[src/rtl/tlvo_pkg.sv]
// Shared types and constants of the TLV option align serializer.
`default_nettype none
package tlvo_pkg;

    // Field widths of the request and response items.
    localparam int REQ_W   = 2;
    localparam int BYTE_W  = 8;
    localparam int MULT_W  = 4;
    localparam int OFF_W   = 3;
    localparam int TOTAL_W = 10;

    // Configuration port.
    localparam int CFG_IDX_W  = 1;
    localparam int CFG_DATA_W = 1;
    localparam logic [CFG_IDX_W-1:0] CFG_FIX_LENGTHS = 1'd0;
    localparam logic [CFG_IDX_W-1:0] CFG_DRY_RUN     = 1'd1;

    // Request codes.
    localparam logic [REQ_W-1:0] REQ_HDR  = 2'd0;
    localparam logic [REQ_W-1:0] REQ_DATA = 2'd1;
    localparam logic [REQ_W-1:0] REQ_END  = 2'd2;
    localparam logic [REQ_W-1:0] REQ_NONE = 2'd3;

    // Option codes used for padding.
    localparam logic [BYTE_W-1:0] OPT_PAD1 = 8'h00;
    localparam logic [BYTE_W-1:0] OPT_PADN = 8'h01;

    // Largest alignment multiple; larger requests are clamped to it.
    localparam logic [MULT_W-1:0] ALIGN_MAX = 4'd8;

    // Running length after reset and after each list end (two header bytes).
    localparam int RUN_LEN_INIT = 2;

    // Result count and index inside one request (at most nine results).
    localparam int CNT_W = 4;

    typedef struct packed {
        logic [REQ_W-1:0]  req_type;
        logic [BYTE_W-1:0] opt_type;
        logic [BYTE_W-1:0] declared_len;
        logic [BYTE_W-1:0] data_count;
        logic [MULT_W-1:0] align_mult;
        logic [OFF_W-1:0]  align_off;
        logic [BYTE_W-1:0] data_byte;
    } t_req_item;

    typedef struct packed {
        logic [BYTE_W-1:0]  out_byte;
        logic               byte_valid;
        logic               last;
        logic               list_done;
        logic [TOTAL_W-1:0] total_len;
        logic               overflow;
    } t_rsp_item;

    typedef enum logic [2:0] {
        ST_IDLE,
        ST_PREP,
        ST_DIV,
        ST_COMMIT,
        ST_EMIT
    } t_state;

    // Controller to datapath.
    typedef struct packed {
        logic capture;
        logic div_start;
        logic div_step;
        logic commit;
        logic emit;
    } t_dp_cmd;

    // Datapath to controller.
    typedef struct packed {
        logic req_none;
        logic need_div;
        logic div_done;
        logic out_free;
        logic emit_last;
    } t_dp_status;

endpackage
`default_nettype wire

[src/rtl/tlvo_if.sv]
// Request and response channel interfaces of the TLV option align serializer.
`default_nettype none
interface tlvo_req_if;
    logic                        valid;
    logic                        ready;
    logic [tlvo_pkg::REQ_W-1:0]  req_type;
    logic [tlvo_pkg::BYTE_W-1:0] opt_type;
    logic [tlvo_pkg::BYTE_W-1:0] declared_len;
    logic [tlvo_pkg::BYTE_W-1:0] data_count;
    logic [tlvo_pkg::MULT_W-1:0] align_mult;
    logic [tlvo_pkg::OFF_W-1:0]  align_off;
    logic [tlvo_pkg::BYTE_W-1:0] data_byte;

    modport source (
        output valid, req_type, opt_type, declared_len, data_count,
               align_mult, align_off, data_byte,
        input  ready
    );
    modport sink (
        input  valid, req_type, opt_type, declared_len, data_count,
               align_mult, align_off, data_byte,
        output ready
    );
endinterface

interface tlvo_rsp_if;
    logic                         valid;
    logic                         ready;
    logic [tlvo_pkg::BYTE_W-1:0]  out_byte;
    logic                         byte_valid;
    logic                         last;
    logic                         list_done;
    logic [tlvo_pkg::TOTAL_W-1:0] total_len;
    logic                         overflow;

    modport source (
        output valid, out_byte, byte_valid, last, list_done, total_len, overflow,
        input  ready
    );
    modport sink (
        input  valid, out_byte, byte_valid, last, list_done, total_len, overflow,
        output ready
    );
endinterface
`default_nettype wire

[src/rtl/tlvo_ctrl.sv]
// Sequencing state machine of the TLV option align serializer.
`default_nettype none
module tlvo_ctrl (
    input  wire                  i_clk,
    input  wire                  i_rst_n,
    input  wire                  i_req_valid,
    input  tlvo_pkg::t_dp_status i_status,
    output logic                 o_req_ready,
    output tlvo_pkg::t_dp_cmd    o_cmd
);
    import tlvo_pkg::*;

    t_state r_state;
    t_state n_state;

    always_ff @(posedge i_clk) begin
        if (!i_rst_n) begin
            r_state <= ST_IDLE;
        end else begin
            r_state <= n_state;
        end
    end

    always_comb begin
        n_state = r_state;
        unique case (r_state)
            ST_IDLE: begin
                if (i_req_valid) begin
                    n_state = ST_PREP;
                end
            end
            ST_PREP: begin
                if (i_status.req_none) begin
                    n_state = ST_IDLE;
                end else if (i_status.need_div) begin
                    n_state = ST_DIV;
                end else begin
                    n_state = ST_EMIT;
                end
            end
            ST_DIV: begin
                if (i_status.div_done) begin
                    n_state = ST_COMMIT;
                end
            end
            ST_COMMIT: begin
                n_state = ST_EMIT;
            end
            ST_EMIT: begin
                if (i_status.out_free && i_status.emit_last) begin
                    n_state = ST_IDLE;
                end
            end
            default: begin
                n_state = ST_IDLE;
            end
        endcase
    end

    always_comb begin
        o_cmd       = '0;
        o_req_ready = 1'b0;
        unique case (r_state)
            ST_IDLE: begin
                o_req_ready   = 1'b1;
                o_cmd.capture = i_req_valid;
            end
            ST_PREP: begin
                if (!i_status.req_none) begin
                    o_cmd.div_start = i_status.need_div;
                    o_cmd.commit    = !i_status.need_div;
                end
            end
            ST_DIV: begin
                o_cmd.div_step = 1'b1;
            end
            ST_COMMIT: begin
                o_cmd.commit = 1'b1;
            end
            ST_EMIT: begin
                o_cmd.emit = i_status.out_free;
            end
            default: begin
                o_cmd = '0;
            end
        endcase
    end

endmodule
`default_nettype wire

[src/rtl/tlvo_datapath.sv]
// Datapath of the TLV option align serializer: length accounting, divider, byte output.
`default_nettype none
module tlvo_datapath #(
    parameter int LINE_LEN  = 4,
    parameter int MAX_BYTES = 1024
) (
    input  wire                                i_clk,
    input  wire                                i_rst_n,
    input  tlvo_pkg::t_req_item                i_req,
    input  tlvo_pkg::t_dp_cmd                  i_cmd,
    output tlvo_pkg::t_dp_status               o_status,
    input  wire                                i_cfg_we,
    input  wire [tlvo_pkg::CFG_IDX_W-1:0]      i_cfg_idx,
    input  wire [tlvo_pkg::CFG_DATA_W-1:0]     i_cfg_wdata,
    output tlvo_pkg::t_rsp_item                o_rsp,
    output logic                               o_rsp_valid,
    input  wire                                i_rsp_ready
);
    import tlvo_pkg::*;

    localparam int LEN_W  = $clog2(MAX_BYTES + 1);
    localparam int SUM_W  = LEN_W + 2;
    localparam int DCNT_W = $clog2(LEN_W);

    // Configuration.
    logic r_fix;
    logic r_dry;

    // Captured request.
    logic [REQ_W-1:0]  r_req;
    logic [BYTE_W-1:0] r_typ;
    logic [BYTE_W-1:0] r_dlen;
    logic [BYTE_W-1:0] r_cnt;
    logic [MULT_W-1:0] r_x;
    logic [OFF_W-1:0]  r_y;
    logic [BYTE_W-1:0] r_db;

    // List state.
    logic [LEN_W-1:0]  r_len;
    logic              r_ovf;
    logic [BYTE_W-1:0] r_remain;

    // Remainder unit.
    logic [LEN_W-1:0]  r_dividend;
    logic [OFF_W-1:0]  r_rem;
    logic [DCNT_W-1:0] r_dcnt;

    // Emission sequence.
    logic [CNT_W-1:0]   r_pad;
    logic [CNT_W-1:0]   r_k;
    logic [CNT_W-1:0]   r_j;
    logic               r_dok;
    logic [TOTAL_W-1:0] r_total;

    // Output register.
    t_rsp_item r_out;
    logic      r_out_valid;

    logic              need_div;
    logic [MULT_W-1:0] divisor;
    logic [MULT_W-1:0] rem_sh;
    logic [MULT_W-1:0] rem_nx;
    logic [CNT_W-1:0]  rem4;
    logic [CNT_W-1:0]  y4;
    logic [CNT_W-1:0]  pad_h;
    logic [CNT_W-1:0]  pad_e;
    logic [CNT_W-1:0]  pad;
    logic [BYTE_W:0]   body;
    logic [SUM_W-1:0]  sum;
    logic              sat;
    logic [LEN_W-1:0]  len_nx;
    logic [CNT_W-1:0]  k_nx;
    logic [CNT_W-1:0]  j_rel;
    logic              in_pad;
    logic              emit_last;
    logic              out_free;
    t_rsp_item         rsp_nx;

    assign need_div = r_fix && ((r_req == REQ_HDR && r_x != '0) || r_req == REQ_END);
    assign divisor  = (r_req == REQ_END) ? MULT_W'(LINE_LEN) : r_x;

    // One quotient bit per cycle, remainder only.
    always_comb begin
        rem_sh = {r_rem, r_dividend[LEN_W-1]};
        rem_nx = (rem_sh >= divisor) ? rem_sh - divisor : rem_sh;
    end

    // Pad sizes and the new running length, used at commit.
    always_comb begin
        rem4  = {1'b0, r_rem};
        y4    = {1'b0, r_y};
        pad_h = (y4 >= rem4) ? y4 - rem4 : y4 + r_x - rem4;
        pad_e = (r_rem == '0) ? '0 : CNT_W'(LINE_LEN) - rem4;
        if (!need_div) begin
            pad = '0;
        end else if (r_req == REQ_END) begin
            pad = pad_e;
        end else begin
            pad = pad_h;
        end

        if (r_req != REQ_HDR) begin
            body = '0;
        end else if (r_typ == OPT_PAD1) begin
            body = (BYTE_W+1)'(1);
        end else begin
            body = {1'b0, r_cnt} + (BYTE_W+1)'(2);
        end

        sum    = SUM_W'(r_len) + SUM_W'(pad) + SUM_W'(body);
        sat    = sum > SUM_W'(MAX_BYTES);
        len_nx = sat ? LEN_W'(MAX_BYTES) : sum[LEN_W-1:0];

        case (r_req)
            REQ_HDR: begin
                if (r_dry) begin
                    k_nx = CNT_W'(1);
                end else if (r_typ == OPT_PAD1) begin
                    k_nx = pad + CNT_W'(1);
                end else begin
                    k_nx = pad + CNT_W'(2);
                end
            end
            REQ_END: begin
                k_nx = (r_dry || pad == '0) ? CNT_W'(1) : pad;
            end
            default: begin
                k_nx = CNT_W'(1);
            end
        endcase
    end

    // Next result from the emission index.
    always_comb begin
        j_rel     = r_j - r_pad;
        in_pad    = !r_dry && (r_j < r_pad);
        emit_last = (r_j == r_k - CNT_W'(1));
        out_free  = !r_out_valid || i_rsp_ready;

        rsp_nx            = '0;
        rsp_nx.last       = emit_last;
        rsp_nx.overflow   = r_ovf;
        rsp_nx.list_done  = emit_last && (r_req == REQ_END);
        rsp_nx.total_len  = rsp_nx.list_done ? r_total : '0;
        if (in_pad) begin
            rsp_nx.byte_valid = 1'b1;
            if (r_j == '0 && r_pad >= CNT_W'(2)) begin
                rsp_nx.out_byte = OPT_PADN;
            end else if (r_j == CNT_W'(1)) begin
                rsp_nx.out_byte = BYTE_W'(r_pad - CNT_W'(2));
            end else begin
                rsp_nx.out_byte = OPT_PAD1;
            end
        end else begin
            case (r_req)
                REQ_HDR: begin
                    rsp_nx.byte_valid = !r_dry;
                    if (r_dry) begin
                        rsp_nx.out_byte = '0;
                    end else if (j_rel == '0) begin
                        rsp_nx.out_byte = r_typ;
                    end else begin
                        rsp_nx.out_byte = r_fix ? r_cnt : r_dlen;
                    end
                end
                REQ_DATA: begin
                    rsp_nx.byte_valid = r_dok && !r_dry;
                    rsp_nx.out_byte   = (r_dok && !r_dry) ? r_db : '0;
                end
                default: begin
                    rsp_nx.byte_valid = 1'b0;
                    rsp_nx.out_byte   = '0;
                end
            endcase
        end
    end

    always_comb begin
        o_status.req_none  = (r_req == REQ_NONE);
        o_status.need_div  = need_div;
        o_status.div_done  = (r_dcnt == DCNT_W'(LEN_W - 1));
        o_status.out_free  = out_free;
        o_status.emit_last = emit_last;
    end

    // Control state.
    always_ff @(posedge i_clk) begin
        if (!i_rst_n) begin
            r_fix       <= 1'b1;
            r_dry       <= 1'b0;
            r_len       <= LEN_W'(RUN_LEN_INIT);
            r_ovf       <= 1'b0;
            r_remain    <= '0;
            r_out_valid <= 1'b0;
        end else begin
            if (i_cfg_we) begin
                unique case (i_cfg_idx)
                    CFG_FIX_LENGTHS: r_fix <= i_cfg_wdata[0];
                    CFG_DRY_RUN:     r_dry <= i_cfg_wdata[0];
                    default:         r_fix <= r_fix;
                endcase
            end

            if (i_cmd.commit) begin
                r_len <= len_nx;
                if (sat) begin
                    r_ovf <= 1'b1;
                end
                case (r_req)
                    REQ_HDR:  r_remain <= (r_typ == OPT_PAD1) ? '0 : r_cnt;
                    REQ_DATA: r_remain <= (r_remain != '0) ? r_remain - 1'b1 : r_remain;
                    default:  r_remain <= '0;
                endcase
            end

            // A list end starts a new list once its last result is out.
            if (i_cmd.emit && emit_last && r_req == REQ_END) begin
                r_len <= LEN_W'(RUN_LEN_INIT);
                r_ovf <= 1'b0;
            end

            if (i_cmd.emit) begin
                r_out_valid <= 1'b1;
            end else if (i_rsp_ready) begin
                r_out_valid <= 1'b0;
            end
        end
    end

    // Payload and sequencing registers.
    always_ff @(posedge i_clk) begin
        if (i_cmd.capture) begin
            r_req  <= i_req.req_type;
            r_typ  <= i_req.opt_type;
            r_dlen <= i_req.declared_len;
            r_cnt  <= i_req.data_count;
            r_x    <= (i_req.align_mult > ALIGN_MAX) ? ALIGN_MAX : i_req.align_mult;
            r_y    <= i_req.align_off;
            r_db   <= i_req.data_byte;
        end

        if (i_cmd.div_start) begin
            r_dividend <= r_len;
            r_rem      <= '0;
            r_dcnt     <= '0;
        end else if (i_cmd.div_step) begin
            r_dividend <= r_dividend << 1;
            r_rem      <= rem_nx[OFF_W-1:0];
            r_dcnt     <= r_dcnt + 1'b1;
        end

        if (i_cmd.commit) begin
            r_pad   <= pad;
            r_k     <= k_nx;
            r_j     <= '0;
            r_dok   <= (r_remain != '0);
            r_total <= TOTAL_W'(len_nx - LEN_W'(RUN_LEN_INIT));
        end else if (i_cmd.emit) begin
            r_j <= r_j + 1'b1;
        end

        if (i_cmd.emit) begin
            r_out <= rsp_nx;
        end
    end

    assign o_rsp       = r_out;
    assign o_rsp_valid = r_out_valid;

endmodule
`default_nettype wire

[src/rtl/tlv_option_align_serializer.sv]
// Top level of the TLV option align serializer.
//
// Requests arrive on i_req_ch: an option header, one option data byte, or an
// end of list. Each request produces one to nine responses on o_rsp_ch, the
// last one flagged by last; the final response of an end of list carries
// list_done and total_len. Both channels use a valid/ready handshake.
// Options are aligned with Pad1 or PadN when fix_lengths is set, and the list
// end is padded to a multiple of LINE_LEN. Dry run keeps only the lengths.
//
// Sequence: a data request or an unaligned header is captured, committed
// and loaded into the output register, then one response per cycle follows
// while the receiver takes them. An aligned header or a padded list end
// first runs the running length through a one-bit-per-cycle remainder unit
// before commit. One request is in flight at a time; a new request is
// accepted in the cycle after the last response of the previous one has
// been loaded, while that response still waits in the output register.
// Reset returns the running length to 2, clears the overflow flag, sets
// fix_lengths and clears dry_run. A stalled receiver holds the output
// register and pauses the sequence; nothing is dropped.
`default_nettype none
module tlv_option_align_serializer #(
    parameter int LINE_LEN  = 4,
    parameter int MAX_BYTES = 1024
) (
    input  wire                                i_clk,
    input  wire                                i_rst_n,
    tlvo_req_if.sink                           i_req_ch,
    tlvo_rsp_if.source                         o_rsp_ch,
    input  wire                                i_cfg_we,
    input  wire [tlvo_pkg::CFG_IDX_W-1:0]      i_cfg_idx,
    input  wire [tlvo_pkg::CFG_DATA_W-1:0]     i_cfg_wdata
);
    import tlvo_pkg::*;

    t_req_item  req;
    t_rsp_item  rsp;
    logic       rsp_valid;
    logic       req_ready;
    t_dp_cmd    cmd;
    t_dp_status status;

    // Gather the request fields into one item for the datapath.
    always_comb begin
        req.req_type     = i_req_ch.req_type;
        req.opt_type     = i_req_ch.opt_type;
        req.declared_len = i_req_ch.declared_len;
        req.data_count   = i_req_ch.data_count;
        req.align_mult   = i_req_ch.align_mult;
        req.align_off    = i_req_ch.align_off;
        req.data_byte    = i_req_ch.data_byte;
    end

    assign i_req_ch.ready = req_ready;

    // The controller sequences capture, remainder steps, commit and emission.
    tlvo_ctrl u_ctrl (
        .i_clk       (i_clk),
        .i_rst_n     (i_rst_n),
        .i_req_valid (i_req_ch.valid),
        .i_status    (status),
        .o_req_ready (req_ready),
        .o_cmd       (cmd)
    );

    // The datapath holds the list state and the output register.
    tlvo_datapath #(
        .LINE_LEN  (LINE_LEN),
        .MAX_BYTES (MAX_BYTES)
    ) u_datapath (
        .i_clk       (i_clk),
        .i_rst_n     (i_rst_n),
        .i_req       (req),
        .i_cmd       (cmd),
        .o_status    (status),
        .i_cfg_we    (i_cfg_we),
        .i_cfg_idx   (i_cfg_idx),
        .i_cfg_wdata (i_cfg_wdata),
        .o_rsp       (rsp),
        .o_rsp_valid (rsp_valid),
        .i_rsp_ready (o_rsp_ch.ready)
    );

    assign o_rsp_ch.valid      = rsp_valid;
    assign o_rsp_ch.out_byte   = rsp.out_byte;
    assign o_rsp_ch.byte_valid = rsp.byte_valid;
    assign o_rsp_ch.last       = rsp.last;
    assign o_rsp_ch.list_done  = rsp.list_done;
    assign o_rsp_ch.total_len  = rsp.total_len;
    assign o_rsp_ch.overflow   = rsp.overflow;

    // A list end is always the last response of its request.
    a_done_is_last: assert property (@(posedge i_clk) disable iff (!i_rst_n)
        (o_rsp_ch.valid && o_rsp_ch.list_done) |-> o_rsp_ch.last)
        else $error("list_done without last");

    // The total length is reported only with a list end.
    a_total_on_done: assert property (@(posedge i_clk) disable iff (!i_rst_n)
        (o_rsp_ch.valid && o_rsp_ch.total_len != '0) |-> o_rsp_ch.list_done)
        else $error("total_len set outside list end");

    // A response is loaded only when the output register can take it.
    a_emit_when_free: assert property (@(posedge i_clk) disable iff (!i_rst_n)
        cmd.emit |-> status.out_free)
        else $error("response loaded over a waiting one");

    // A new request is never taken while a sequence is in progress.
    a_accept_idle: assert property (@(posedge i_clk) disable iff (!i_rst_n)
        (i_req_ch.valid && i_req_ch.ready) |=>
            !(cmd.div_step || cmd.emit || cmd.capture))
        else $error("request accepted mid-sequence");

endmodule
`default_nettype wire
[src/flat_wrapper.sv]
// flat-port wrapper written by rule: the top's interface ports become plain ports
module tlv_option_align_serializer_flat import tlvo_pkg::*;
#(
    parameter int LINE_LEN  = 4,
    parameter int MAX_BYTES = 1024
)
  (i_clk, i_rst_n, i_cfg_we, i_cfg_idx, i_cfg_wdata, i_req_ch_valid, i_req_ch_req_type, i_req_ch_opt_type, i_req_ch_declared_len, i_req_ch_data_count, i_req_ch_align_mult, i_req_ch_align_off, i_req_ch_data_byte, i_req_ch_ready, o_rsp_ch_valid, o_rsp_ch_out_byte, o_rsp_ch_byte_valid, o_rsp_ch_last, o_rsp_ch_list_done, o_rsp_ch_total_len, o_rsp_ch_overflow, o_rsp_ch_ready);
  tlvo_req_if i_req_ch_i ();
  tlvo_rsp_if o_rsp_ch_i ();
  input  wire i_clk;
  input  wire i_rst_n;
  input  wire i_cfg_we;
  input  wire [tlvo_pkg::CFG_IDX_W-1:0] i_cfg_idx;
  input  wire [tlvo_pkg::CFG_DATA_W-1:0] i_cfg_wdata;
  input wire logic [$bits(i_req_ch_i.valid)-1:0] i_req_ch_valid;
  input wire logic [$bits(i_req_ch_i.req_type)-1:0] i_req_ch_req_type;
  input wire logic [$bits(i_req_ch_i.opt_type)-1:0] i_req_ch_opt_type;
  input wire logic [$bits(i_req_ch_i.declared_len)-1:0] i_req_ch_declared_len;
  input wire logic [$bits(i_req_ch_i.data_count)-1:0] i_req_ch_data_count;
  input wire logic [$bits(i_req_ch_i.align_mult)-1:0] i_req_ch_align_mult;
  input wire logic [$bits(i_req_ch_i.align_off)-1:0] i_req_ch_align_off;
  input wire logic [$bits(i_req_ch_i.data_byte)-1:0] i_req_ch_data_byte;
  output wire logic [$bits(i_req_ch_i.ready)-1:0] i_req_ch_ready;
  output wire logic [$bits(o_rsp_ch_i.valid)-1:0] o_rsp_ch_valid;
  output wire logic [$bits(o_rsp_ch_i.out_byte)-1:0] o_rsp_ch_out_byte;
  output wire logic [$bits(o_rsp_ch_i.byte_valid)-1:0] o_rsp_ch_byte_valid;
  output wire logic [$bits(o_rsp_ch_i.last)-1:0] o_rsp_ch_last;
  output wire logic [$bits(o_rsp_ch_i.list_done)-1:0] o_rsp_ch_list_done;
  output wire logic [$bits(o_rsp_ch_i.total_len)-1:0] o_rsp_ch_total_len;
  output wire logic [$bits(o_rsp_ch_i.overflow)-1:0] o_rsp_ch_overflow;
  input wire logic [$bits(o_rsp_ch_i.ready)-1:0] o_rsp_ch_ready;
  assign i_req_ch_i.valid = i_req_ch_valid;
  assign i_req_ch_i.req_type = i_req_ch_req_type;
  assign i_req_ch_i.opt_type = i_req_ch_opt_type;
  assign i_req_ch_i.declared_len = i_req_ch_declared_len;
  assign i_req_ch_i.data_count = i_req_ch_data_count;
  assign i_req_ch_i.align_mult = i_req_ch_align_mult;
  assign i_req_ch_i.align_off = i_req_ch_align_off;
  assign i_req_ch_i.data_byte = i_req_ch_data_byte;
  assign i_req_ch_ready = i_req_ch_i.ready;
  assign o_rsp_ch_valid = o_rsp_ch_i.valid;
  assign o_rsp_ch_out_byte = o_rsp_ch_i.out_byte;
  assign o_rsp_ch_byte_valid = o_rsp_ch_i.byte_valid;
  assign o_rsp_ch_last = o_rsp_ch_i.last;
  assign o_rsp_ch_list_done = o_rsp_ch_i.list_done;
  assign o_rsp_ch_total_len = o_rsp_ch_i.total_len;
  assign o_rsp_ch_overflow = o_rsp_ch_i.overflow;
  assign o_rsp_ch_i.ready = o_rsp_ch_ready;
  tlv_option_align_serializer #(.LINE_LEN(LINE_LEN), .MAX_BYTES(MAX_BYTES)) u_core (.i_clk(i_clk), .i_rst_n(i_rst_n), .i_req_ch(i_req_ch_i), .o_rsp_ch(o_rsp_ch_i), .i_cfg_we(i_cfg_we), .i_cfg_idx(i_cfg_idx), .i_cfg_wdata(i_cfg_wdata));
endmodule
[config.mk]
export PLATFORM = sky130hd
export DESIGN_NAME = tlv_option_align_serializer_flat
export DESIGN_NICKNAME = d
export VERILOG_FILES = /design/src/rtl/tlvo_pkg.sv /design/src/rtl/tlvo_if.sv /design/src/rtl/tlvo_ctrl.sv /design/src/rtl/tlvo_datapath.sv /design/src/rtl/tlv_option_align_serializer.sv /design/src/flat_wrapper.sv
export SDC_FILE = /design/constraint.sdc
export NUM_CORES = 1
export LEC_CHECK = 0
export ABC_AREA = 1
export BUFFER_PORTS_ARGS = -buffer_cell sky130_fd_sc_hd__buf_4
export CELL_PAD_IN_SITES_DETAIL_PLACEMENT = 1
export CELL_PAD_IN_SITES_GLOBAL_PLACEMENT = 1
export CORE_UTILIZATION = 40
export DETAILED_ROUTE_END_ITERATION = 10
export GPL_TIMING_DRIVEN = 0
export PLACE_DENSITY_LB_ADDON = 0.1
export RECOVER_POWER = 100
export SLEW_MARGIN = 20
export SYNTH_ARGS = -nofsm -noshare
export SYNTH_HDL_FRONTEND = slang
export SYNTH_HIERARCHICAL = 1
export SYNTH_SLANG_ARGS = --single-unit
[constraint.sdc]
create_clock -name i_clk -period 18.22 [get_ports i_clk]
set_clock_uncertainty 0.2 [all_clocks]
set_input_delay 3.644 -clock i_clk [delete_from_list [all_inputs] [get_ports i_clk]]
set_output_delay 3.644 -clock i_clk [all_outputs]
set_load 0.03 [all_outputs]
==> impl_metrics.tcl, run 1 <==
set metrics [dict create \
    grt_pass1_vias 6394 \
    grt_max_degree 27 \
    dieArea_sq_um 18900 \
    first_pass_iters 4 \
    finalCoreUtilization_pct 48.3 \
    fin_crit_sh_pct 34.6 \
    synth-xor-area-share_pct 2.25 \
    clock-sinks 130 \
    muxShareOfSynthArea_pct 0 \
    synth.distinct_cells 46 \
    grt_remaining_overflow 0 \
    cts_tree "built" \
    route.detailed.drc 0 \
    ios 72 \
    p_leak_uw 0.00399 \
    synth_fa_ha_area_share_pct 10.5 \
    min_from "u_core/u_datapath/r_dcnt[3]$_SDFFE_PP0P_" \
    synth_top_family_by_area "simple AND/OR/NAND/NOR gates" \
    hold_end "u_core/u_datapath/r_dcnt[3]$_SDFFE_PP0P_" \
    synth_compound_area_share_pct 11.3 \
    crit_type "reg2reg" \
    synth_seq_area_share_pct 48.1 \
    drive_gt1_share_pct 10.3 \
    cts_buffer_depth 2 \
    core_sq_um 18000 \
    cts_resized 0 \
    yosys_warnings 6 \
    wirelength_um 19400 \
    synth_area_leader_cell "edfxtp_1" \
    cp_top_family "simple AND/OR/NAND/NOR gates" \
    cts_hold_buf 0 \
    synthCells 848 \
    insertedDiodeCount 0 \
    via_count 6081 \
    rsz0062_at_grt "no" \
    async_reset_ff_share_pct 0 \
    drtIter0Drc 232 \
    fin_crit_ns 6.31 \
    io_buffers 71 \
    syn_area_per_cell_sq_um 8.66 \
    gp_congestion 0.864 \
    worstMarginPinSlew_ns 1.19 \
    drv_slew 0 \
    finalSetupViolCount 0 \
    antenna_found_initial 0 \
    synth_edf_count 93 \
    ys_ff_latch 130 \
    p_per_area_nw_per_um2 144 \
    postCtsSetupBuffers 0 \
    clockRootBuffer "clkbuf_16" \
    start_util_pct 40.9 \
    hold_class "reg2reg" \
    synth_top_cells_by_area "edfxtp_1 38%, dfxtp_1 10%, nand2_1 9.5%, inv_1 7.7%, ha_1 7.5%" \
    tns_ns 0 \
    worst-path-buf-inv 7 \
    nets 1047 \
    grt_pass1_wl_um 31600 \
    synth_nets 951 \
    fp.dieH_um 138 \
    critical-path-slowest-cell "nor3_1" \
    r2r_slack_ns 11.91 \
    numCtsBuffers 17 \
    slowest_delay_ns 0.76 \
    ff2ff_path_depth 31 \
    via_per_inst 5.13 \
    path_clk_slew_ns 0.06 \
    slew_headroom_pct 20.9 \
    wl_per_cell_um 16.4 \
    vdd_ir_drop_max_v 0.0000740 \
    fmax_mhz 158 \
    worstPathArrival_ns 6.29 \
    ant_nets 0 \
    synth_area_sq_um 7350 \
    crit_fanout 10 \
    clk_latency_ns 0.42 \
    max-cap-violations 0 \
    nFillCells 2157 \
    rows 49 \
    finalHoldViolCount 0 \
    ys.flop_type "edfxtp_1" \
    cp.required_ns 18.20 \
    whs_path_depth 1 \
    status "complete, no violations" \
    die_width_um 138 \
    synth_top_area_share_pct 38.0 \
    synthSimpleGateAreaFrac_pct 18.8 \
    track_usage_pct 22.1 \
    rr_startpoint "u_core/u_datapath/r_rem[0]$_SDFFE_PP0P_" \
    worstSetupEndpointType "flop" \
    htreeDepth 4 \
    place_hpwl_um 15300 \
    r2r-end "u_core/u_datapath/r_total[9]$_DFFE_PP_" \
    area_growth_pct 18.2 \
    crit_path_start_kind "flop" \
    crit_top_cell "nand2_1" \
]
placed cells by master (no fill, tap or decap), types with 8 or more instances in the layout:
cell type / synthesis / routed
nand2_1: 186 / 187
inv_1: 150 / 151
edfxtp_1: 93 / 93
nor2_1: 69 / 69
o21ai_0: 54 / 55
a21oi_1: 46 / 46
ha_1: 44 / 44
clkbuf_1: 7 / 43
clkbuf_4: 0 / 41
nand3_1: 37 / 38
dfxtp_1: 37 / 37
o211ai_1: 18 / 18
clkbuf_16: 0 / 17
xor2_1: 10 / 11
fa_1: 11 / 11
nor3_1: 8 / 9
o22ai_1: 8 / 8
sequential cells by signal, indices dropped and copies added (netlist names), 8 cells and up:
signal and cells:
u_core/u_datapath/r_typ 8, u_core/u_datapath/r_total 10, u_core/u_datapath/r_remain 8, u_core/u_datapath/r_dlen 8
u_core/u_datapath/r_dividend 11, u_core/u_datapath/o_rsp 22, u_core/u_datapath/r_db 8, u_core/u_datapath/r_len 11
u_core/u_datapath/r_cnt 8
per-stage QoR:
stage          worst slack (ns)  power (uW)  instance area, sq um  instances  hold slack, ns
6_report                  11.91        1250                  8680       1186           0.257
5_1_grt                   11.33        1340                  8680       1186           0.270
4_1_cts                   12.55        1270                  8840       1186           0.262
3_3_place_gp               8.06         874                  8170       1148           0.230
3_5_place_dp              12.54         904                  8210       1154           0.239
2_1_floorplan              9.90         759                  7350        848           0.209
layer usage:
| layer | global-route usage (%) | share of wire, % |
|---|---|---|
| met1 | 28.1 | 46 |
| met2 | 38.2 | 49 |
| met3 | 3.53 | 3.1 |
| met4 | 7.33 | 1.8 |
| met5 | 0 | 0 |
how the worst max path moves through the flow:
| stage | to | start | slack (ns) | cells past startpoint |
|---|---|---|---|---|
| 6_report | u_core/u_datapath/r_total[9]$_DFFE_PP_ | u_core/u_datapath/r_rem[0]$_SDFFE_PP0P_ | 11.91 | 31 |
| 5_1_grt | u_core/u_datapath/r_total[9]$_DFFE_PP_ | u_core/u_datapath/r_rem[0]$_SDFFE_PP0P_ | 11.33 | 31 |
| 4_1_cts | u_core/u_datapath/r_total[7]$_DFFE_PP_ | u_core/u_datapath/r_y[1]$_DFFE_PP_ | 12.55 | 27 |
| 3_5_place_dp | u_core/u_datapath/r_cnt[0]$_DFFE_PP_ | i_req_ch_valid | 12.54 | 6 |
| 3_3_place_gp | u_core/u_datapath/r_cnt[0]$_DFFE_PP_ | i_req_ch_valid | 8.06 | 3 |
| 2_1_floorplan | u_core/u_datapath/r_cnt[0]$_DFFE_PP_ | i_req_ch_valid | 9.90 | 2 |
cell usage after synthesis (7+ instances only):
cell type	instances
xor2_1	10
o21ai_0	54
ha_1	44
o22ai_1	8
nand3_1	37
nand2_2	8
inv_1	150
fa_1	11
clkbuf_1	7
xnor2_1	7
nor3_1	8
nor2_1	69
dfxtp_1	37
o211ai_1	18
nand2_1	186
edfxtp_1	93
a21oi_1	46
logic make-up (layout without fill, tap and decap cells):
family | Yosys count | in the layout
DFF | 130 | 130
xor gates and xnor gates | 18 | 18
and+or+nand+nor | 328 | 328
buffers and inverters | 171 | 280
adders and majority gates | 55 | 55
AOI/OAI and AO/OA | 146 | 146
cell type report:
type                            count  area, sq um  share of cell area (%)
Sequential cell                   130         3530                    40.7
Inverter                          156          586                    6.74
Clock inverter                     15          204                    2.35
Multi-Input combinational cell    547         3120                    36.0
Buffer                             15         70.1                   0.807
Clock buffer                       17          425                    4.90
Timing Repair Buffer               77          454                    5.23
Tap cell                          229          287                    3.30
worst reg2reg max path: cells and delay by family (launching register included):
kind | cells | cell delay (ns)
buf+inv | 7 | 0.88
flops | 1 | 0.46
simple gates | 16 | 2.25
compound gates | 1 | 0.22
fa+ha+maj | 7 | 2.04
power by group:
| part | leakage, uW | switching [uW] | internal [uW] |
|---|---|---|---|
| Clock | 0.000298 | 135 | 230 |
| Sequential | 0.00117 | 39.9 | 393 |
| Combinational | 0.00252 | 299 | 155 |
| Total | 0.00399 | 474 | 778 |
Power figures use the tool's default switching activity.
==> run 2: changes to the inputs <==
- ABC_AREA: 1 -> 0
- clock period: 18.22 -> 5.67 ns (I/O delays scaled with it)
==> run 2 against run 1 <==
The run now ends with capacitance limit, slew limit left. Setup slack worse by 12 ns. Sequential share of layout area down 0.78 points. Synthesized cell count down 23%. Final cell count down 16%. Cell area up 2.0%. First-iteration DRC count down 11%. Die area down 1.2%. Highest routed layer unchanged.
==> impl_metrics.tcl, run 2 <==
set metrics [dict create \
    status "complete, but fails checks" \
    synth.distinct_cells 74 \
    place_inst 950 \
    via_count 5392 \
    switching_share_pct 34.4 \
    grt_max_degree 33 \
    wirelength_um 18500 \
    htreeDepth 4 \
    place_hpwl_um 13700 \
    gp_congestion 0.819 \
    fp.dieH_um 137 \
    synth_top_cells_by_area "edfxtp_1 38%, dfxtp_1 10%, ha_1 7.6%, mux2_2 4.2%, fa_1 3.0%" \
    slew_headroom_pct -18.2 \
    core_sq_um 17500 \
    synth_top_area_share_pct 38.5 \
    fin_crit_ns 5.48 \
    final_common_cell "edfxtp_1" \
    rows 48 \
    clkPwrFrac_pct 30.6 \
    tns_ns 0 \
    post-place-ws_ns -0.645 \
    mostFrequentLayoutCells "93 x edfxtp_1, 45 x clkbuf_1, 43 x nor2_1" \
    synth_seq_area_share_pct 48.7 \
    syn_area_per_cell_sq_um 11.1 \
    ios 72 \
    multi_input_area_sq_um 3600 \
    async_reset_ff_share_pct 0 \
    power.switching_uw 1200 \
    worstPathArrival_ns 5.44 \
    finalCoreUtilization_pct 50.5 \
    p_per_area_nw_per_um2 394 \
    violations "capacitance limit, slew limit" \
    dieArea_sq_um 18700 \
    fmax_mhz 182 \
    grt_pass1_wl_um 29000 \
    cts_buffer_depth 2 \
    fin_cells 1000 \
    cts_tree "built" \
    worstSetupEndpointType "flop" \
    hold_class "reg2reg" \
    ys_ff_latch 130 \
    area_growth_pct 22.0 \
    start_util_pct 41.4 \
    crit_fanout 8 \
    clk_latency_ns 0.42 \
    worstMarginPinSlew_ns 1.77 \
    path_clk_slew_ns 0.06 \
    register_area_sq_um 3540 \
    ant_nets 0 \
    cts_hold_buf 0 \
    insertedDiodeCount 0 \
    first_pass_iters 4 \
    synth_edf_count 93 \
    wl_per_cell_um 18.5 \
    drv_slew 33 \
    grt_pass1_vias 5604 \
    synthCells 653 \
    fin_ws_ns 0.188 \
    io_buffers 71 \
    drtIter0Drc 207 \
    nFillCells 1912 \
    cp.required_ns 5.63 \
    yosys_warnings 6 \
    grt_remaining_overflow 0 \
    synth_area_sq_um 7260 \
    synth.most_common_cell "edfxtp_1" \
    crit_type "reg2reg" \
    die_width_um 137 \
    finalSetupViolCount 0 \
    intPower_uw 2290 \
    synth_area_leader_cell "edfxtp_1" \
    antenna_found_initial 0 \
    via_per_inst 5.39 \
    numCtsBuffers 17 \
    ys_top_cells_by_count "93 x edfxtp_1, 45 x nor2_1, 44 x ha_1, 44 x inv_1" \
    seqPwrFrac_pct 36.1 \
    nets 865 \
    ys.flop_type "edfxtp_1" \
    crit_path_start_kind "flop" \
    route.detailed.drc 0 \
    finalHoldViolCount 0 \
    p_leak_uw 0.00348 \
    largest_reg_flops 22 \
    drive_gt1_share_pct 23.1 \
    pwr-share-comb_pct 33.3 \
    max-cap-violations 1 \
    track_usage_pct 20.6 \
    fin_crit_sh_pct 96.7 \
    synth_nets 756 \
    clock-sinks 130 \
    clockRootBuffer "clkbuf_16" \
    vdd_ir_drop_max_v 0.000243 \
]
-- run 2: what timing repair did --
action                                  in CTS  in global routing
buffers inserted                             7                 12
gates cloned                                 0                  0
gates resized for setup                     18                 23
endpoints found under the setup margin       5                  5
pin swaps                                    7                 11
-- run 2: cell type report --
| class | count | share of cell area, % |
|---|---|---|
| multi-input combinational | 451 | 40.6 |
| buffer | 27 | 1.41 |
| clock buffer | 17 | 4.80 |
| sequential | 130 | 39.9 |
| tap | 225 | 3.18 |
| inverter | 44 | 1.86 |
| timing repair buffer | 91 | 6.53 |
| clock inverter | 15 | 1.68 |
-- run 2: kinds of logic (layout without fill, tap and decap cells) --
| logic type | count (synthesis) | after routing | synth area share, % |
|---|---|---|---|
| and+or+nand+nor | 196 | 196 | 14.3 |
| AOI/OAI and AO/OA | 131 | 131 | 12.9 |
| DFF | 130 | 130 | 48.7 |
| buffers and inverters | 72 | 194 | 4.10 |
| adders and majority gates | 55 | 55 | 10.6 |
| muxes | 36 | 36 | 5.43 |
| xor gates and xnor gates | 33 | 33 | 3.98 |
-- run 2: final timing paths --
| kind | startpoint | endpoint | slack [ns] | cells after the start |
|---|---|---|---|---|
| max | u_core/u_datapath/r_x[1]$_SDFFCE_PN0P_ | u_core/u_datapath/r_total[5]$_DFFE_PP_ | 0.19 | 22 |
| min | u_core/u_datapath/r_ovf$_SDFFE_PP0P_ | u_core/u_datapath/o_rsp[0]$_DFFE_PP_ | 0.27 | 0 |
| max reg2reg | u_core/u_datapath/r_x[1]$_SDFFCE_PN0P_ | u_core/u_datapath/r_total[5]$_DFFE_PP_ | 0.19 | 22 |
| min reg2reg | u_core/u_datapath/r_ovf$_SDFFE_PP0P_ | u_core/u_datapath/o_rsp[0]$_DFFE_PP_ | 0.27 | 0 |
-- run 2: per-stage QoR --
stage          total power [uW]  hold WS [ns]  cell area, sq um
6_report                   3490         0.268              8860
5_1_grt                    3690         0.275              8860
4_1_cts                    3430         0.268              8780
3_5_place_dp               2300         0.253              8100
3_3_place_gp               2240         0.238              8070
2_1_floorplan              1990         0.208              7260
-- run 2: power groups by stage --
| stage | logic, uW | clock network, uW | registers (uW) |
|---|---|---|---|
| finish | 1160 | 1070 | 1260 |
| global route | 1300 | 1120 | 1270 |
| CTS | 1080 | 1090 | 1260 |
| detailed placement | 1030 | 0 | 1280 |
| global placement | 969 | 0 | 1270 |
| floorplan | 727 | 0 | 1260 |
-- run 2: worst max-delay path, cell delays in order, from the launching register on --
cell and delay (ns):
edfxtp_1 0.36, inv_1 0.07, fa_1 0.53, inv_1 0.07
fa_1 0.43, xnor2_1 0.14, mux2_2 0.29, a211oi_4 0.40
fa_1 0.51, ha_1 0.33, a21o_1 0.21, a22oi_2 0.19
buf_6 0.15, a21oi_2 0.08, or2_4 0.27, a21oi_4 0.18
buf_4 0.15, nand2b_1 0.11, ha_4 0.22, inv_2 0.09
nor2_1 0.06, nand2_1 0.08, o211ai_1 0.08
-- run 2: layer usage --
metal	up-vias	track usage [%]	part of all wire (%)
li1	2582	-	-
met4	0	6.17	1.4
met2	102	34.6	51
met1	2688	26.9	45
met3	20	3.96	3.3
met5	-	0	0
==> run 3: changes to the inputs <==
- GPL_TIMING_DRIVEN: 0 -> 1
==> run 3 against run 2 <==
The run still ends with capacitance limit, slew limit left. Sequential cell count stayed put. Sequential power about the same. Final cell count is 2.6% lower. Critical path type unchanged. Highest routed layer unchanged.
==> impl_metrics.tcl, run 3 (synthesis gave the netlist of run 2 again) <==
set metrics [dict create \
    grt_remaining_overflow 0 \
    wl_per_cell_um 18.6 \
    worst-path-buf-inv 3 \
    fin_ws_ns 0.255 \
    clkPwrFrac_pct 33.7 \
    status "complete, but fails checks" \
    crit_path_start_kind "flop" \
    io_buffers 71 \
    grt_max_degree 50 \
    crit_start "u_core/u_datapath/r_x[1]$_SDFFCE_PN0P_" \
    die_width_um 137 \
    rows 48 \
    crit_type "reg2reg" \
    ios 72 \
    cts_tree "built" \
    register_area_sq_um 3530 \
    fmax_mhz 185 \
    rr_startpoint "u_core/u_datapath/r_x[1]$_SDFFCE_PN0P_" \
    largest_reg_flops 22 \
    route.detailed.drc 0 \
    critical-path-slowest-cell "or4_1" \
    drtIter0Drc 169 \
    seqPwrFrac_pct 35.1 \
    cp.required_ns 5.63 \
    finalSetupViolCount 0 \
    final_common_cell "edfxtp_1" \
    wirelength_um 18200 \
    area_growth_pct 19.3 \
    max-cap-violations 2 \
    ant_nets 0 \
    fin_crit_ns 5.42 \
    worstPathArrival_ns 5.38 \
    switching_share_pct 32.3 \
    cp_top_family "simple AND/OR/NAND/NOR gates" \
    path_cells "or4_1 -> o21ai_1 -> inv_1 -> o21ai_0 -> a21o_1 -> inv_1 -> fa_1 -> ha_1 -> inv_1 -> fa_2 -> xnor2_1 -> or3b_2 -> nor2_2 -> and3_4 -> a31o_1 -> nand2_1 -> ha_4 -> o211ai_1 -> o211ai_1" \
    dieArea_sq_um 18700 \
    finalHoldViolCount 0 \
    dpl_cell_area_sq_um 8100 \
    crit_fanout 8 \
    intPower_uw 2420 \
    cts_hold_buf 0 \
    htreeDepth 4 \
    hold_class "reg2reg" \
    crit_top_cell "inv_1" \
    worstMarginPinSlew_ns 2.85 \
    drv_slew 92 \
    holdWs_ns 0.241 \
    nFillCells 1894 \
    mostFrequentLayoutCells "93 x edfxtp_1, 44 x nor2_1, 43 x inv_1, 43 x ha_1, 38 x clkbuf_4" \
    grt_pass1_vias 5339 \
    violations "capacitance limit, slew limit" \
    first_pass_iters 4 \
    slowest_delay_ns 0.62 \
    fp.dieH_um 137 \
    via_per_inst 5.35 \
    cts_buffer_depth 2 \
    vdd_ir_drop_max_v 0.000223 \
    fin_crit_sh_pct 95.5 \
    min_from "u_core/u_datapath/r_ovf$_SDFFE_PP0P_" \
    antenna_found_initial 0 \
    multi_input_area_sq_um 3470 \
    gp_congestion 0.854 \
    power.switching_uw 1150 \
    clockRootBuffer "clkbuf_16" \
    numCtsBuffers 17 \
    pwr-share-comb_pct 31.2 \
    grt_pass1_wl_um 28400 \
    p_leak_uw 0.00343 \
    insertedDiodeCount 0 \
    via_count 5214 \
    clock-sinks 130 \
    finalInstanceArea_sq_um 8660 \
    path_clk_slew_ns 0.06 \
    clk_latency_ns 0.42 \
    p_per_area_nw_per_um2 412 \
    place_hpwl_um 13500 \
    post-place-ws_ns -0.0923 \
    track_usage_pct 20.5 \
    start_util_pct 41.4 \
    slew_headroom_pct -90.0 \
    drive_gt1_share_pct 18.7 \
    core_sq_um 17500 \
    worstSetupEndpointType "flop" \
    nets 840 \
]
## run 3: cell count changes in the layout (fill, tap and decap cells not counted), moves of 3 or more
| cell | previous run | this run |
|---|---|---|
| a21oi_1 | 18 | 21 |
| buf_2 | 7 | 0 |
| buf_4 | 24 | 20 |
| bufinv_16 | 1 | 5 |
| clkbuf_1 | 45 | 37 |
| clkinv_4 | 2 | 5 |
| clkinvlp_4 | 3 | 0 |
| ha_1 | 40 | 43 |
| inv_6 | 6 | 1 |
## run 3: metal layers
metal  track usage (%)  vias to the layer above  routed length (um)
met5                 0                        -                   0
met4              6.85                        0                 203
met3              4.04                       16                 532
met2              34.5                       88                9010
met1              26.4                     2582                8400
li1                  -                     2528                   -
## run 3: cell type report
cell class,count,area share [%]
Sequential cell,130,40.8
Clock buffer,19,5.00
Multi-Input combinational cell,451,40.1
Clock inverter,12,2.40
Tap cell,225,3.25
Inverter,44,1.91
Timing Repair Buffer,93,6.54
## run 3: power by group through the flow
stage / sequential, uW / clock [uW] / combinational, uW
final: 1250 / 1200 / 1120
after global routing: 1260 / 1270 / 1240
after CTS: 1250 / 1230 / 1100
after detailed placement: 1270 / 0 / 1070
after global placement: 1260 / 0 / 1020
after floorplan: 1260 / 0 / 727
## run 3: path summary, 6_finish.rpt
check | slack (ns) | to | cells past startpoint
setup / recovery | 0.25 | u_core/u_datapath/r_total[5]$_DFFE_PP_ | 19
hold / removal | 0.24 | u_core/u_datapath/o_rsp[0]$_DFFE_PP_ | 0
setup reg to reg | 0.25 | u_core/u_datapath/r_total[5]$_DFFE_PP_ | 19
hold reg to reg | 0.24 | u_core/u_datapath/o_rsp[0]$_DFFE_PP_ | 0
## run 3: repair_timing
| action | CTS | global route |
|---|---|---|
| setup buffers | 0 | 2 |
| setup endpoints to repair | 2 | 4 |
| resized for setup | 2 | 11 |
| gates cloned | 0 | 0 |
## run 3: worst reg2reg max path, cell delays in order, from the launching register on
cell	delay (ns)
edfxtp_1	0.41
or4_1	0.62
o21ai_1	0.41
inv_1	0.13
o21ai_0	0.15
a21o_1	0.16
inv_1	0.11
fa_1	0.52
ha_1	0.20
inv_1	0.07
fa_2	0.37
xnor2_1	0.17
or3b_2	0.50
nor2_2	0.14
and3_4	0.20
a31o_1	0.16
nand2_1	0.11
ha_4	0.22
o211ai_1	0.19
o211ai_1	0.12
## run 3: metrics by stage
| stage | TNS, ns | instances | utilization (%) | total power, uW |
|---|---|---|---|---|
| 2_1_floorplan | 0 | 653 | - | 1990 |
| 3_3_place_gp | 0 | 941 | 46.2 | 2290 |
| 3_5_place_dp | -0.168 | 941 | 46.2 | 2340 |
| 4_1_cts | 0 | 972 | 49.9 | 3580 |
| 5_1_grt | -0.0178 | 974 | 49.4 | 3770 |
| 6_report | 0 | 974 | 49.4 | 3570 |
